==> src/rtl/core/ilo_pkg.sv <==
// Shared constants, microcode types and status/control structs for the overlap correlator.
`timescale 1ns / 1ps

package ilo_pkg;

    localparam int HIST_DEPTH = 1024;
    localparam int HIST_AW    = $clog2(HIST_DEPTH);
    localparam int LEN_W      = HIST_AW + 1;
    localparam int READ_DEPTH = 256;
    localparam int PROB_BITS  = 16;
    localparam int PROD_BITS  = 2 * PROB_BITS;
    localparam int SUM_BITS   = 42;

    localparam int MIN_W    = 10;
    localparam int MAXI_W   = 11;
    localparam int MAXR_W   = 9;
    localparam int STRAND_W = 11;
    localparam int READ_W   = 8;
    localparam int OFS_W    = STRAND_W + 1;
    localparam int TIDX_W   = LEN_W + 2;

    localparam int CFG_IDX_W  = 2;
    localparam int CFG_DATA_W = 11;

    localparam logic [CFG_IDX_W-1:0] CFG_MIN_INSERT = 2'd0;
    localparam logic [CFG_IDX_W-1:0] CFG_MAX_INSERT = 2'd1;
    localparam logic [CFG_IDX_W-1:0] CFG_MAX_READ   = 2'd2;

    localparam logic KIND_LOAD  = 1'b0;
    localparam logic KIND_QUERY = 1'b1;

    typedef enum logic [3:0] {
        S_CLEAR,
        S_IDLE,
        S_DISPATCH,
        S_QINIT,
        S_QCHK,
        S_ISSUE,
        S_DRAIN1,
        S_DRAIN2,
        S_OUT,
        S_LOAD
    } step_t;

    typedef enum logic [2:0] {
        C_NEVER,
        C_ALWAYS,
        C_CLR_MORE,
        C_NO_IN,
        C_IS_LOAD,
        C_SKIP,
        C_LOOP_MORE,
        C_OUT_BUSY
    } cond_t;

    typedef struct packed {
        logic  in_rdy;
        logic  clr_wr;
        logic  ld_wr;
        logic  q_init;
        logic  issue;
        logic  out_ld;
        cond_t wait_cond;
        cond_t jump_cond;
        step_t target;
    } ctrl_t;

    typedef struct packed {
        logic clr_more;
        logic in_valid;
        logic is_load;
        logic skip;
        logic loop_more;
        logic out_busy;
    } status_t;

endpackage

==> src/rtl/core/ilo_ucode.sv <==
// Microcode sequencer: step counter, control ROM and wait/jump resolution.
`timescale 1ns / 1ps

module ilo_ucode (
    input  logic              clk,
    input  logic              rst_n,
    input  ilo_pkg::status_t  stat,
    output ilo_pkg::ctrl_t    ctrl
);

    import ilo_pkg::*;

    step_t step_reg;
    step_t step_next;
    logic  wait_hit;
    logic  jump_hit;

    function automatic logic cond_eval(input cond_t c, input status_t st);
        logic r;
        case (c)
            C_NEVER:     r = 1'b0;
            C_ALWAYS:    r = 1'b1;
            C_CLR_MORE:  r = st.clr_more;
            C_NO_IN:     r = !st.in_valid;
            C_IS_LOAD:   r = st.is_load;
            C_SKIP:      r = st.skip;
            C_LOOP_MORE: r = st.loop_more;
            C_OUT_BUSY:  r = st.out_busy;
            default:     r = 1'b0;
        endcase
        return r;
    endfunction

    // Control ROM: one word per step.
    always_comb
    begin
        ctrl = '{in_rdy: 1'b0, clr_wr: 1'b0, ld_wr: 1'b0, q_init: 1'b0, issue: 1'b0,
                 out_ld: 1'b0, wait_cond: C_NEVER, jump_cond: C_NEVER, target: S_IDLE};
        case (step_reg)
            S_CLEAR:
            begin
                ctrl.clr_wr    = 1'b1;
                ctrl.wait_cond = C_CLR_MORE;
            end
            S_IDLE:
            begin
                ctrl.in_rdy    = 1'b1;
                ctrl.wait_cond = C_NO_IN;
            end
            S_DISPATCH:
            begin
                ctrl.jump_cond = C_IS_LOAD;
                ctrl.target    = S_LOAD;
            end
            S_QINIT:
            begin
                ctrl.q_init = 1'b1;
            end
            S_QCHK:
            begin
                ctrl.jump_cond = C_SKIP;
                ctrl.target    = S_OUT;
            end
            S_ISSUE:
            begin
                ctrl.issue     = 1'b1;
                ctrl.wait_cond = C_LOOP_MORE;
            end
            S_DRAIN1:
            begin
                ctrl.jump_cond = C_NEVER;
            end
            S_DRAIN2:
            begin
                ctrl.jump_cond = C_ALWAYS;
                ctrl.target    = S_OUT;
            end
            S_OUT:
            begin
                ctrl.out_ld    = 1'b1;
                ctrl.wait_cond = C_OUT_BUSY;
                ctrl.jump_cond = C_ALWAYS;
                ctrl.target    = S_IDLE;
            end
            S_LOAD:
            begin
                ctrl.ld_wr     = 1'b1;
                ctrl.jump_cond = C_ALWAYS;
                ctrl.target    = S_OUT;
            end
            default:
            begin
                ctrl.jump_cond = C_ALWAYS;
                ctrl.target    = S_IDLE;
            end
        endcase
    end

    // Next step: hold on a wait, else take a jump, else fall through.
    always_comb
    begin
        wait_hit = cond_eval(ctrl.wait_cond, stat);
        jump_hit = cond_eval(ctrl.jump_cond, stat);
        if (wait_hit)
        begin
            step_next = step_reg;
        end
        else if (jump_hit)
        begin
            step_next = ctrl.target;
        end
        else
        begin
            step_next = step_t'(step_reg + 4'd1);
        end
    end

    always_ff @(posedge clk or negedge rst_n)
    begin
        if (!rst_n)
        begin
            step_reg <= S_CLEAR;
        end
        else
        begin
            step_reg <= step_next;
        end
    end

endmodule

==> config.mk <==
export PLATFORM = sky130hd
export DESIGN_NAME = ilo_ucode
export DESIGN_NICKNAME = d
export VERILOG_FILES = /design/src/rtl/core/ilo_pkg.sv /design/src/rtl/core/ilo_ucode.sv
export SDC_FILE = /design/constraint.sdc
export NUM_CORES = 1
export LEC_CHECK = 0
export ABC_CLOCK_PERIOD_IN_PS = 3200
export BUFFER_PORTS_ARGS = -buffer_cell sky130_fd_sc_hd__buf_2
export CAP_MARGIN = 10
export CORE_AREA = 3 3 40 42
export CTS_BUF_LIST = sky130_fd_sc_hd__clkbuf_16
export DETAILED_ROUTE_END_ITERATION = 7
export DIE_AREA = 0 0 43 45
export HOLD_SLACK_MARGIN = 0.02
export PLACE_DENSITY = 0.67
export SYNTH_ARGS = -nofsm -noshare
export SYNTH_HDL_FRONTEND = slang
export SYNTH_SLANG_ARGS = --single-unit
==> constraint.sdc <==
create_clock -name clk -period 3.2 [get_ports clk]
set_input_delay 0.48 -clock clk [delete_from_list [all_inputs] [get_ports clk]]
set_output_delay 0.48 -clock clk [all_outputs]
set_load 0.01 [all_outputs]
---- Word level (Yosys, flattened, before mapping) ----
Cells that the tools add are included.
storage, ports and cells
  register bits after elaboration ......... 4
  input port bits ......................... 8
  output and inout bits ................... 16
  logic and storage cells ................. 43
operators by class
  add/subtract/negate cells ............... 1
  eq/ne operators ......................... 23
  mux-type cells .......................... 12
  reduce and logical (&&, ||, !) cells .... 6
operators with widths
  operator                                             number
  equality test 3 bit, second input constant           8
  equality test 4 x 3 -> 1 bit, second input constant  4
  one-hot mux 1 bit (8 select lines)                   2
  equality test 3 x 2 -> 1 bit, second input constant  4
  one-hot mux 3 bit (4 select lines)                   1
  one-hot mux 3 bit (3 select lines)                   1
  equality test 4 x 2 -> 1 bit, second input constant  2
  equality test 4 bit, second input constant           2
  one-hot mux 4 bit (2 select lines)                   1
  equality test 3 x 1 -> 1 bit, second input constant  2
  logical NOT 3 bit                                    2
  two-way mux 1 bit                                    6
  OR reduction 5 bit                                   1
  adder 4 x 1 -> 4 bit, second input constant          1
  equality test 4 x 1 -> 1 bit, second input constant  1
  logical NOT 4 bit                                    1
  two-way mux 4 bit                                    1
  OR reduction 3 bit                                   1
  logical NOT 1 bit                                    1

---- Logic depth before layout (Yosys ltp) ----
Gate-level depths: netlist (run 1).
  word-level depth ........................ 6
  depth in mapped cells ................... 7
  gate-level depth less buffers ........... 7

---- Least setup slack after synthesis (run 1) ----
Ideal clock, no wire load.
  path kind ............................... register to register
  start point ............................. reg step_reg[1]
  end point ............................... reg step_reg[0]
  setup time .............................. 0.124 ns
  data arrival time ....................... 1.602 ns
  setup slack ............................. 1.474 ns
  cell stages (with the launch flop) ...... 8
  path buffers ............................ 0
  clock period less this slack ............ 1.726 ns
  cell sequence ........................... dfrtp_1 > inv_1 > ha_1 > and2b_1 > nor3_1 > o32ai_4 > nor3b_1 > a211o_1
on the way
  word-level cells in the longest chain between the ends .. 6
  elaborated cells between the ends (all ways) .. 34
  classes of those cells .................. 23 x eq/ne; 6 x mux; 5 x reduce/logical
RTL lines
  item                                                        RTL line          source
  from (decl)                                                 ilo_ucode.sv:13   step_t step_reg;
  from (signal assigned)                                      ilo_ucode.sv:126  step_reg <= step_next;
  equality test 4 x 3 -> 1 bit, or another cell as far along  ilo_ucode.sv:39   case (step_reg)
  OR reduction 5 bit (no source line)                         n/a
  one-hot mux 3 bit (3 select lines)                          ilo_ucode.sv:39
  equality test 3 bit, or another cell as far along           ilo_ucode.sv:20   case (c)
  one-hot mux 1 bit (8 select lines)                          ilo_ucode.sv:20
  two-way mux 4 bit                                           ilo_ucode.sv:108  else if (jump_hit)
Several ways; a longest one is shown, not always the timed one.
A chain may end at the register's enable or synchronous reset.

==> flow_metrics.py, run 1 <==
metrics = {
    "status": {
        "status": "completed",
    },
    "synthesis": {
        "synth_edf_count": 0,
        "ys_types": 27,
        "avgSynthCellArea_um2": 7.35,
        "synth-async-reset-ratio_pct": 100,
        "ys_seq_area_share_pct": 19.5,
        "syn_area_um2": 514,
        "synthCells": 70,
        "yosys_warnings": 0,
        "synth_ff_type": "dfrtp_1",
        "synth_seq_cells": 4,
    },
    "flow_run": {
        "maxCapViolCount": 0,
    },
    "finish": {
        "nets": 104,
        "layout-drive-gt1-share_pct": 30.0,
        "stdcell_count": 105,
        "register_area_um2": 100,
        "largest_reg_flops": 4,
        "multiInputGateArea_um2": 349,
        "syn_to_final_growth_pct": 31.1,
        "insertedDiodeCount": 0,
        "fill_cells": 146,
    },
    "timing": {
        "rsz0062_at_grt": "no",
        "finalCritPeriodShare_pct": 69.6,
        "timing.final.crit_period_ns": 2.23,
        "finalMaxSlewViolations": 0,
        "fin_skew_ns": 0.000803,
        "max_freq_ghz": 0.449,
        "finalSetupViolCount": 0,
        "fin_tns_setup_ns": 0,
        "final_hold_viol_count": 0,
    },
    "grt": {
        "globalRouteOverflowTotal": 0,
        "grt_pass1_vias": 511,
        "grt_max_degree": 14,
        "grt_pass1_wl_mm": 2.30,
        "gr-usage-all-layers_pct": 15.8,
        "antenna_found_initial": 0,
    },
    "critical_path": {
        "start_kind": "register",
        "worst-path-buf-inv": 2,
        "worst-path-max-fanout": 7,
        "r2r_cells": 7,
        "cp.depth": 6,
        "worst_path_max_delay_cell": "dfrtp_1",
        "crit_arrival_ns": 1.75,
        "slowest_delay_ns": 0.43,
        "crit_type": "reg -> out",
        "critPathTopFamily": "flip-flops",
        "required_ns": 2.72,
        "worstPathCellList": "inv_1, ha_1, nor2_1, o22ai_1, a31o_2, buf_2",
        "end_kind": "output port",
    },
    "clocking": {
        "cts_hold_buffers": 0,
        "clk_latency_ns": 0.23,
        "htree_levels": 1,
        "clk_path_buf_depth": 2,
        "cts_sinks": 4,
        "cts_buffers": 3,
        "cts_root_buf": "clkbuf_16",
        "clkTransAtPathRegs_ns": 0.03,
        "cts_resized": 0,
        "cts_tree": "yes",
        "cts_setup_buffers": 0,
    },
    "floorplanning": {
        "core_area_um2": 1280,
        "initial_core_util_pct": 40.0,
        "die_w_um": 43,
        "num_rows": 13,
        "die-height_um": 45,
        "dieArea_um2": 1940,
        "io_pins": 24,
    },
    "pwr": {
        "comb_power_share_pct": 62.6,
        "sequentialPowerShare_pct": 14.6,
        "power.internal_w": 0.000470,
        "power.total_w": 0.000871,
        "leakage_nw": 0.344,
        "p_per_area_nw_per_um2": 1290,
        "peakVddDrop_mv": 0.523,
        "swShare_pct": 46.1,
        "p_sw_w": 0.000401,
        "p_clk_share_pct": 22.8,
    },
    "routing": {
        "wirelength_mm": 1.30,
        "firstDrtPassIters": 4,
        "wl_per_cell_um": 12.4,
        "vias": 543,
        "drc": 0,
        "via_per_inst": 5.17,
        "first_iter_violations": 8,
        "antenna_left": 0,
    },
    "placed_design": {
        "dp_hpwl_um": 959,
        "gp_congestion": 0.826,
        "portBuffers": 20,
        "dp_cells": 102,
    },
    "min_path": {
        "hold_class": "in -> async",
    },
}
## path summary, 6_finish.rpt
check | to | slack [ns] | from
setup / recovery | ctrl[3] | 0.97 | step_reg[0]$_DFFE_PN0N_
hold / removal | step_reg[0]$_DFFE_PN0N_ | 0.05 | rst_n
setup reg to reg | step_reg[0]$_DFFE_PN0N_ | 1.28 | step_reg[1]$_DFFE_PN0N_
hold reg to reg | step_reg[1]$_DFFE_PN0N_ | 0.60 | step_reg[1]$_DFFE_PN0N_
max in group asynchronous | step_reg[3]$_DFFE_PN0N_ | 3.03 | rst_n
min in group clk | step_reg[3]$_DFFE_PN0N_ | 0.54 | stat[0]
## power groups by stage
stage / combinational, W / sequential [W] / clock [W]
final: 0.000545 / 0.000128 / 0.000199
after global routing: 0.000625 / 0.000133 / 0.000206
after CTS: 0.000551 / 0.000128 / 0.000203
after detailed placement: 0.000546 / 0.000129 / 0
after global placement: 0.000536 / 0.000127 / 0
after floorplan: 0.000444 / 0.0000939 / 0
## cell type report
cell class	instances	share of cell area (%)
Clock buffer	3	11.1
Inverter	7	4.64
Multi-Input combinational cell	56	51.8
Sequential cell	4	14.8
Tap cell	15	2.78
Timing Repair Buffer	20	14.8
## Yosys cell counts (all sizes together) (2+ instances only)
library cell / count / area (µm²)
nand2: 11 / 41.3
nor2: 9 / 33.8
inv: 6 / 22.5
buf: 5 / 41.3
o21ai: 5 / 25.0
dfrtp: 4 / 100
ha: 4 / 50.1
nor3: 4 / 20.0
nand3: 3 / 15.0
o22ai: 3 / 18.8
nor2b: 2 / 12.5
## routing by layer
layer | global-route usage (%) | part of all wire, % | vias to the layer above
met5 | 0 | 0 | -
met4 | 5.42 | 1.2 | 0
met3 | 3.98 | 7.6 | 3
met2 | 27.2 | 46 | 19
met1 | 19.4 | 45 | 247
li1 | - | - | 274
## cell families after synthesis
group	Yosys count	share of synthesized area, %
flops	4	19.5
compound gates	15	24.3
simple gates	32	28.0
other cells	1	0.729
mux	1	1.95
fa+ha+maj	4	9.73
xor+xnor	1	1.70
buf+inv	12	14.1
## worst reg2reg max path: stages (launching register included)
cell and delay (ns):
dfrtp_1 0.41, inv_1 0.09, ha_1 0.28, and2b_1 0.18, nor3_1 0.07, o32ai_4 0.39
nor3b_1 0.10, a211o_1 0.27
## layout by cell type (no fill, tap or decap), drive strengths merged, types with 2 or more instances in the layout
master  netlist  routed
nand2        11      11
nor3          4       4
o21ai         5       5
clkbuf        0       3
o22ai         3       3
dfrtp         4       4
conb          1       3
nor2          9       9
inv           6       6
nand3         3       3
nor2b         2       2
ha            4       4
buf           5      20
## stage by stage
step | utilization, % | cell area (µm²) | hold slack, ns | setup slack (ns)
2_1_floorplan | - | 522 | 0.184 | 1.47
3_3_place_gp | 46.6 | 599 | 0.291 | 1.24
3_5_place_dp | 46.6 | 599 | 0.291 | 1.22
4_1_cts | 52.5 | 674 | 0.0508 | 0.985
5_1_grt | 52.5 | 674 | 0.0550 | 0.829
6_report | 52.5 | 674 | 0.0521 | 0.973
Note: power is estimated with default switching activity, not from simulation.
==> run 2, diff against run 1 <==
--- a/config.mk
+++ b/config.mk
@@ -5,7 +5,7 @@
 export SDC_FILE = /design/constraint.sdc
 export NUM_CORES = 1
 export LEC_CHECK = 0
-export ABC_CLOCK_PERIOD_IN_PS = 3200
+export ABC_CLOCK_PERIOD_IN_PS = 1800
 export BUFFER_PORTS_ARGS = -buffer_cell sky130_fd_sc_hd__buf_2
 export CAP_MARGIN = 10
 export CORE_AREA = 3 3 40 42
@@ -13,7 +13,7 @@
 export DETAILED_ROUTE_END_ITERATION = 7
 export DIE_AREA = 0 0 43 45
 export HOLD_SLACK_MARGIN = 0.02
-export PLACE_DENSITY = 0.67
+export PLACE_DENSITY = 0.7
 export SYNTH_ARGS = -nofsm -noshare
 export SYNTH_HDL_FRONTEND = slang
 export SYNTH_SLANG_ARGS = --single-unit
==> constraint.sdc (replaced) <==
create_clock -name clk -period 1.8 [get_ports clk]
set_input_delay 0.27 -clock clk [delete_from_list [all_inputs] [get_ports clk]]
set_output_delay 0.27 -clock clk [all_outputs]
set_load 0.01 [all_outputs]
==> run 2 against run 1 <==
  * Worst hold slack better by 0.29 ns
  * Clock power up 71%
  * Largest power group unchanged
  * Critical endpoint unchanged
  * Non-clock buffer count up 11
  * Wire length up 5.8%
  * Global-route usage down 0.38 points
  * Clock skew about the same
  * Register-to-register slack worse by 1.3 ns
  * Worst setup slack worse by 0.95 ns
  * Core utilization up 14 points
  * Largest cell class unchanged
  * Highest routed layer unchanged
==> flow_metrics.py, run 2 (synthesis results as in run 1) <==
metrics = {
    "status": {
        "status": "completed",
    },
    "pwr": {
        "p_per_area_nw_per_um2": 2270,
        "peakVddDrop_mv": 1.03,
        "power.total_w": 0.00195,
        "leakage_nw": 0.406,
    },
    "routing": {
        "first_iter_violations": 9,
        "wl_per_cell_um": 11.9,
        "wirelength_mm": 1.38,
        "via_per_inst": 4.96,
        "vias": 575,
        "antenna_left": 0,
        "firstDrtPassIters": 4,
        "drc": 0,
    },
    "flow_run": {
        "maxCapViolCount": 0,
    },
    "floorplanning": {
        "die_w_um": 43,
        "io_pins": 24,
        "dieArea_um2": 1940,
        "core_area_um2": 1280,
        "die-height_um": 45,
        "num_rows": 13,
        "initial_core_util_pct": 40.0,
    },
    "critical_path": {
        "r2r_cells": 7,
        "worstPathCellList": "buf_4, ha_4, nor2_4, o22ai_2, a31o_2, buf_6",
        "required_ns": 1.53,
        "crit_arrival_ns": 1.51,
        "slowest_delay_ns": 0.38,
        "worst-path-max-fanout": 4,
        "endpoint": "ctrl[3]",
        "worst_path_max_delay_cell": "dfrtp_1",
        "end_kind": "output port",
        "ff2ff_setup_slack_ns": 0.03,
        "startpoint": "step_reg[1]$_DFFE_PN0N_",
        "start_kind": "register",
        "crit_type": "reg -> out",
        "r2r-start": "step_reg[1]$_DFFE_PN0N_",
        "worstReg2RegEnd": "step_reg[0]$_DFFE_PN0N_",
    },
    "timing": {
        "fin_skew_ns": 0.000652,
        "finalMaxSlewViolations": 0,
        "final_hold_viol_count": 0,
        "setup_slack_ns": 0.0246,
        "finalCritPeriodShare_pct": 98.6,
        "timing.final.crit_period_ns": 1.78,
        "fin_tns_setup_ns": 0,
        "hold_ws_ns": 0.343,
        "finalSetupViolCount": 0,
        "max_freq_ghz": 0.563,
        "rsz0062_at_grt": "yes",
    },
    "grt": {
        "use_met3_pct": 2.39,
        "grt_pass1_wl_mm": 2.20,
        "globalRouteOverflowTotal": 0,
        "busiest_layer": "met2",
        "use_met2_pct": 26.6,
        "gr-usage-all-layers_pct": 15.5,
        "antenna_found_initial": 0,
        "grt_pass1_vias": 529,
        "met1_usage_pct": 17.6,
        "grt_max_degree": 14,
    },
    "finish": {
        "largest_reg_flops": 4,
        "syn_to_final_growth_pct": 67.2,
        "nets": 115,
        "final_cell_mix": "buf_2, nand2_1, buf_4",
        "layout-drive-gt1-share_pct": 55.4,
        "insertedDiodeCount": 0,
        "final_common_cell": "buf_2",
        "fill_cells": 117,
    },
    "placed_design": {
        "dp_hpwl_um": 956,
        "gp_congestion": 0.767,
        "portBuffers": 20,
        "place_ws_ns": -0.0190,
    },
    "clocking": {
        "cts_tree": "yes",
        "clk_latency_ns": 0.22,
        "cts_buffers": 3,
        "clkTransAtPathRegs_ns": 0.03,
        "clk_path_buf_depth": 2,
        "cts_sinks": 4,
        "htree_levels": 1,
        "cts_root_buf": "clkbuf_16",
    },
    "min_path": {
        "hold_class": "in -> reg",
    },
}
-- run 2: cell count changes in the layout (fill, tap and decap cells not counted), sizes merged --
cell	previous run	this run
dlygate4sd3	0	1
buf	20	30
-- run 2: critical path: cells and delay by family (launching register included) --
kind	cells	cell delay [ns]
AO/OA/AOI/OAI	2	0.36
adder cells (fa/ha/maj)	1	0.17
AND/OR/NAND/NOR	1	0.10
flip-flops	1	0.38
buffers and inverters	2	0.27
-- run 2: layout make-up --
type,instances,area (µm²),area share (%)
Multi-Input combinational cell,56,439,51.1
Timing Repair Buffer,31,191,22.3
Sequential cell,4,104,12.1
Inverter,7,31.3,3.64
Clock buffer,3,75.1,8.73
Tap cell,15,18.8,2.18
-- run 2: layer usage --
metal  routed length (µm)  vias up
li1                     -      297
met1                  566      249
met2                  689       27
met3                   98        2
met4                   23        0
met5                    0        -
-- run 2: worst min-delay path by stage --
stage                 start                      end  slack (ns)  cells past startpoint
finish              stat[0]  step_reg[3]$_DFFE_PN0N_        0.34                      3
global route        stat[0]  step_reg[3]$_DFFE_PN0N_        0.35                      3
CTS                 stat[0]  step_reg[3]$_DFFE_PN0N_        0.34                      3
detailed placement    rst_n  step_reg[2]$_DFFE_PN0N_        0.08                      1
global placement      rst_n  step_reg[2]$_DFFE_PN0N_        0.08                      1
floorplan             rst_n  step_reg[0]$_DFFE_PN0N_       -0.03                      0
-- run 2: stage by stage --
stage	instances	area [µm²]	utilization, %
6_report	116	860	66.9
4_1_cts	114	801	62.3
2_1_floorplan	72	522	-
5_1_grt	116	860	66.9
3_5_place_dp	109	652	50.7
3_3_place_gp	109	652	50.7
-- run 2: what timing repair did --
action / 4_1_cts / 5_1_grt
endpoints found under the setup margin: 4 / 9
hold buffers: 1 / 0
resized for setup: 13 / 13
buffers inserted: 2 / 2
pin swaps: 4 / 3
hold endpoints to repair: 4 / 0
-- run 2: power breakdown --
group,internal (W),switching [W],total [W]
Sequential,0.000139,0.000103,0.000243
Clock,0.000283,0.0000581,0.000341
Combinational,0.000684,0.000681,0.00136
==> run 3, diff against run 2 <==
--- a/config.mk
+++ b/config.mk
@@ -5,15 +5,16 @@
 export SDC_FILE = /design/constraint.sdc
 export NUM_CORES = 1
 export LEC_CHECK = 0
+export ABC_AREA = 1
 export ABC_CLOCK_PERIOD_IN_PS = 1800
 export BUFFER_PORTS_ARGS = -buffer_cell sky130_fd_sc_hd__buf_2
 export CAP_MARGIN = 10
-export CORE_AREA = 3 3 40 42
+export CORE_MARGIN = 3
+export CORE_UTILIZATION = 41
 export CTS_BUF_LIST = sky130_fd_sc_hd__clkbuf_16
 export DETAILED_ROUTE_END_ITERATION = 7
-export DIE_AREA = 0 0 43 45
 export HOLD_SLACK_MARGIN = 0.02
-export PLACE_DENSITY = 0.7
+export PLACE_DENSITY = 0.72
 export SYNTH_ARGS = -nofsm -noshare
 export SYNTH_HDL_FRONTEND = slang
 export SYNTH_SLANG_ARGS = --single-unit
==> run 3 against run 2 <==
  * First-iteration DRC count down 100%
  * Register-to-register slack better by 0.31 ns
  * Design area fell by 5.2%
  * Sequential share of layout area up 0.67 points
  * Core utilization up 1.8 points
  * Final cell count grew 6.0%
  * Highest routed layer is now met3
==> flow_metrics.py, run 3 <==
metrics = {
    "status": {
        "status": "completed",
    },
    "finish": {
        "stdcell_count": 123,
        "largest_reg_flops": 4,
        "postLayoutCoreUtil_pct": 68.7,
        "nets": 123,
        "design_area_um2": 815,
        "insertedDiodeCount": 0,
        "fill_cells": 105,
        "syn_to_final_growth_pct": 47.3,
        "final_cell_mix": "buf_2, inv_2, nand2_1",
        "layout-drive-gt1-share_pct": 59.6,
        "final_common_cell": "buf_2",
    },
    "pwr": {
        "leakage_nw": 0.447,
        "peakVddDrop_mv": 1.23,
        "p_clk_share_pct": 20.6,
        "comb_power_share_pct": 67.5,
        "swShare_pct": 46.4,
        "p_sw_w": 0.000774,
        "sequentialPowerShare_pct": 11.9,
        "power.internal_w": 0.000892,
        "p_per_area_nw_per_um2": 2050,
    },
    "synthesis": {
        "synth_seq_cells": 4,
        "netlist.area_leader.share_pct": 18.1,
        "synth_top_family_by_area": "simple AND/OR/NAND/NOR gates",
        "synthTopCellsByCount": "nand2_1, inv_2, nand3_1",
        "ys_types": 21,
        "synth-async-reset-ratio_pct": 100,
        "synth_compound_area_share_pct": 9.28,
        "synthMuxAreaShare_pct": 0,
        "synth-simple-area-share_pct": 42.8,
        "synth_xor_area_share_pct": 3.17,
        "syn_area_um2": 553,
        "yosys_warnings": 0,
        "avgSynthCellArea_um2": 6.74,
        "yosysMostFrequentCell": "nand2_1",
        "synth_edf_count": 0,
        "synth_area_leaders": "dfrtp_1, ha_1, nand2_1",
        "synth_top_cell_by_area": "dfrtp_1",
        "synth-adder-area-share_pct": 9.05,
        "ys_seq_area_share_pct": 18.1,
        "synth_ff_type": "dfrtp_1",
        "synthCells": 82,
    },
    "timing": {
        "final_hold_viol_count": 0,
        "finalCritPeriodShare_pct": 97.8,
        "fin_skew_ns": 0.00185,
        "rsz0062_at_grt": "yes",
        "max_freq_ghz": 0.568,
        "finalSetupViolCount": 0,
        "finalMaxSlewViolations": 0,
        "timing.final.crit_period_ns": 1.76,
    },
    "placed_design": {
        "portBuffers": 20,
        "dp_hpwl_mm": 1.00,
        "place_area_um2": 648,
        "gp_congestion": 0.843,
        "dp_cells": 114,
    },
    "critical_path": {
        "end_kind": "output port",
        "worstPathCellList": "inv_2, ha_2, nor2_2, nor2_2, nor2_4, nand3_4, nand2_1, buf_2",
        "start_kind": "register",
        "critPathTopFamily": "flip-flops",
        "crit_top_cell": "nor2_2",
        "crit_type": "reg -> out",
        "worst_path_max_delay_cell": "dfrtp_2",
        "worst-path-buf-inv": 2,
        "slowest_delay_ns": 0.42,
        "required_ns": 1.53,
        "worst-path-max-fanout": 6,
        "crit_arrival_ns": 1.49,
    },
    "routing": {
        "via_per_inst": 4.76,
        "antenna_left": 0,
        "firstDrtPassIters": 1,
        "first_iter_violations": 0,
        "wl_per_cell_um": 11.0,
        "vias": 585,
        "wirelength_mm": 1.35,
        "drc": 0,
    },
    "clocking": {
        "cts_tree": "yes",
        "cts_buffers": 3,
        "clkTransAtPathRegs_ns": 0.03,
        "cts_root_buf": "clkbuf_16",
        "clk_latency_ns": 0.22,
        "cts_sinks": 4,
        "htree_levels": 1,
        "clk_path_buf_depth": 2,
    },
    "grt": {
        "globalRouteOverflowTotal": 0,
        "grt_pass1_wl_mm": 2.22,
        "grt_max_degree": 10,
        "antenna_found_initial": 0,
        "gr-usage-all-layers_pct": 15.8,
        "grt_pass1_vias": 564,
    },
    "min_path": {
        "hold_class": "in -> reg",
    },
    "flow_run": {
        "maxCapViolCount": 0,
    },
    "floorplanning": {
        "die_w_um": 42.7,
        "dieArea_um2": 1830,
        "initial_core_util_pct": 46.6,
        "num_rows": 12,
        "die-height_um": 42.7,
        "core_area_um2": 1190,
        "io_pins": 24,
    },
}
## run 3: cell types whose count changed in the layout (fill, tap and decap cells not counted), moves of 3 or more
cell     change
nand2_2      +3
nand4_1      +3
nor2_2       +5
nand3_1      +6
inv_2       +10
buf_4        -5
nor2_1       -6
## run 3: area by class of cell
class | count | area [µm²] | share of cell area [%]
multi-input combinational | 59 | 407 | 49.9
timing repair buffer | 26 | 148 | 18.1
sequential | 4 | 104 | 12.7
clock buffer | 3 | 75.1 | 9.22
inverter | 17 | 63.8 | 7.83
tap | 14 | 17.5 | 2.15
## run 3: logic make-up after synthesis
group | after synthesis
other cells | 1
flops | 4
buf+inv | 21
fa+ha+maj | 4
simple gates | 42
compound gates | 8
xor+xnor | 2
## run 3: power by group through the flow
| stage | logic (W) | clock network, W | registers (W) |
|---|---|---|---|
| 5_1_grt | 0.00126 | 0.000353 | 0.000208 |
| 3_3_place_gp | 0.000944 | 0 | 0.000192 |
| 6_report | 0.00112 | 0.000343 | 0.000199 |
| 2_1_floorplan | 0.000724 | 0 | 0.000171 |
| 3_5_place_dp | 0.000954 | 0 | 0.000195 |
| 4_1_cts | 0.00106 | 0.000351 | 0.000193 |
## run 3: repair_timing
action                                 4_1_cts  5_1_grt
resized for setup                            8        8
pin swaps                                    0        3
endpoints found under the hold margin        4        0
hold buffers                                 1        0
setup endpoints to repair                    4        4
buffers inserted                             3        2
## run 3: final timing paths
path | startpoint | endpoint | slack [ns] | cells after the start
max in group asynchronous | rst_n | step_reg[2]$_DFFE_PN0N_ | 1.30 | 2
min in group asynchronous | rst_n | step_reg[0]$_DFFE_PN0N_ | 0.37 | 2
max reg2reg | step_reg[1]$_DFFE_PN0N_ | step_reg[1]$_DFFE_PN0N_ | 0.34 | 10
max | step_reg[1]$_DFFE_PN0N_ | ctrl[4] | 0.04 | 8
min | stat[1] | step_reg[2]$_DFFE_PN0N_ | 0.31 | 3
min reg2reg | step_reg[1]$_DFFE_PN0N_ | step_reg[1]$_DFFE_PN0N_ | 0.68 | 3
## run 3: layer usage
layer,global-route usage (%),up-vias,wire length [µm]
met2,25.4,15,728
met1,19.2,260,560
met4,9.94,0,0
met5,0,-,0
met3,2.54,0,64
li1,-,310,-
## run 3: worst reg2reg max path, stage by stage, from the launching register on
cell and delay, ns:
dfrtp_2 0.42, inv_2 0.09, ha_2 0.23, inv_2 0.08, nor2_2 0.14, nand2_2 0.06, nand2_1 0.10, nor2_4 0.06
inv_2 0.07, nand2_1 0.05, o21ai_1 0.07
## run 3: stage by stage
step           setup TNS (ns)  setup slack (ns)  total power [W]  hold WS, ns
5_1_grt                -0.105           -0.0796          0.00182        0.327
3_3_place_gp                0             0.153          0.00114       0.0746
6_report                    0            0.0390          0.00167        0.308
2_1_floorplan               0             0.151         0.000895      -0.0256
4_1_cts                     0           0.00744          0.00160        0.300
3_5_place_dp                0            0.0898          0.00115       0.0755
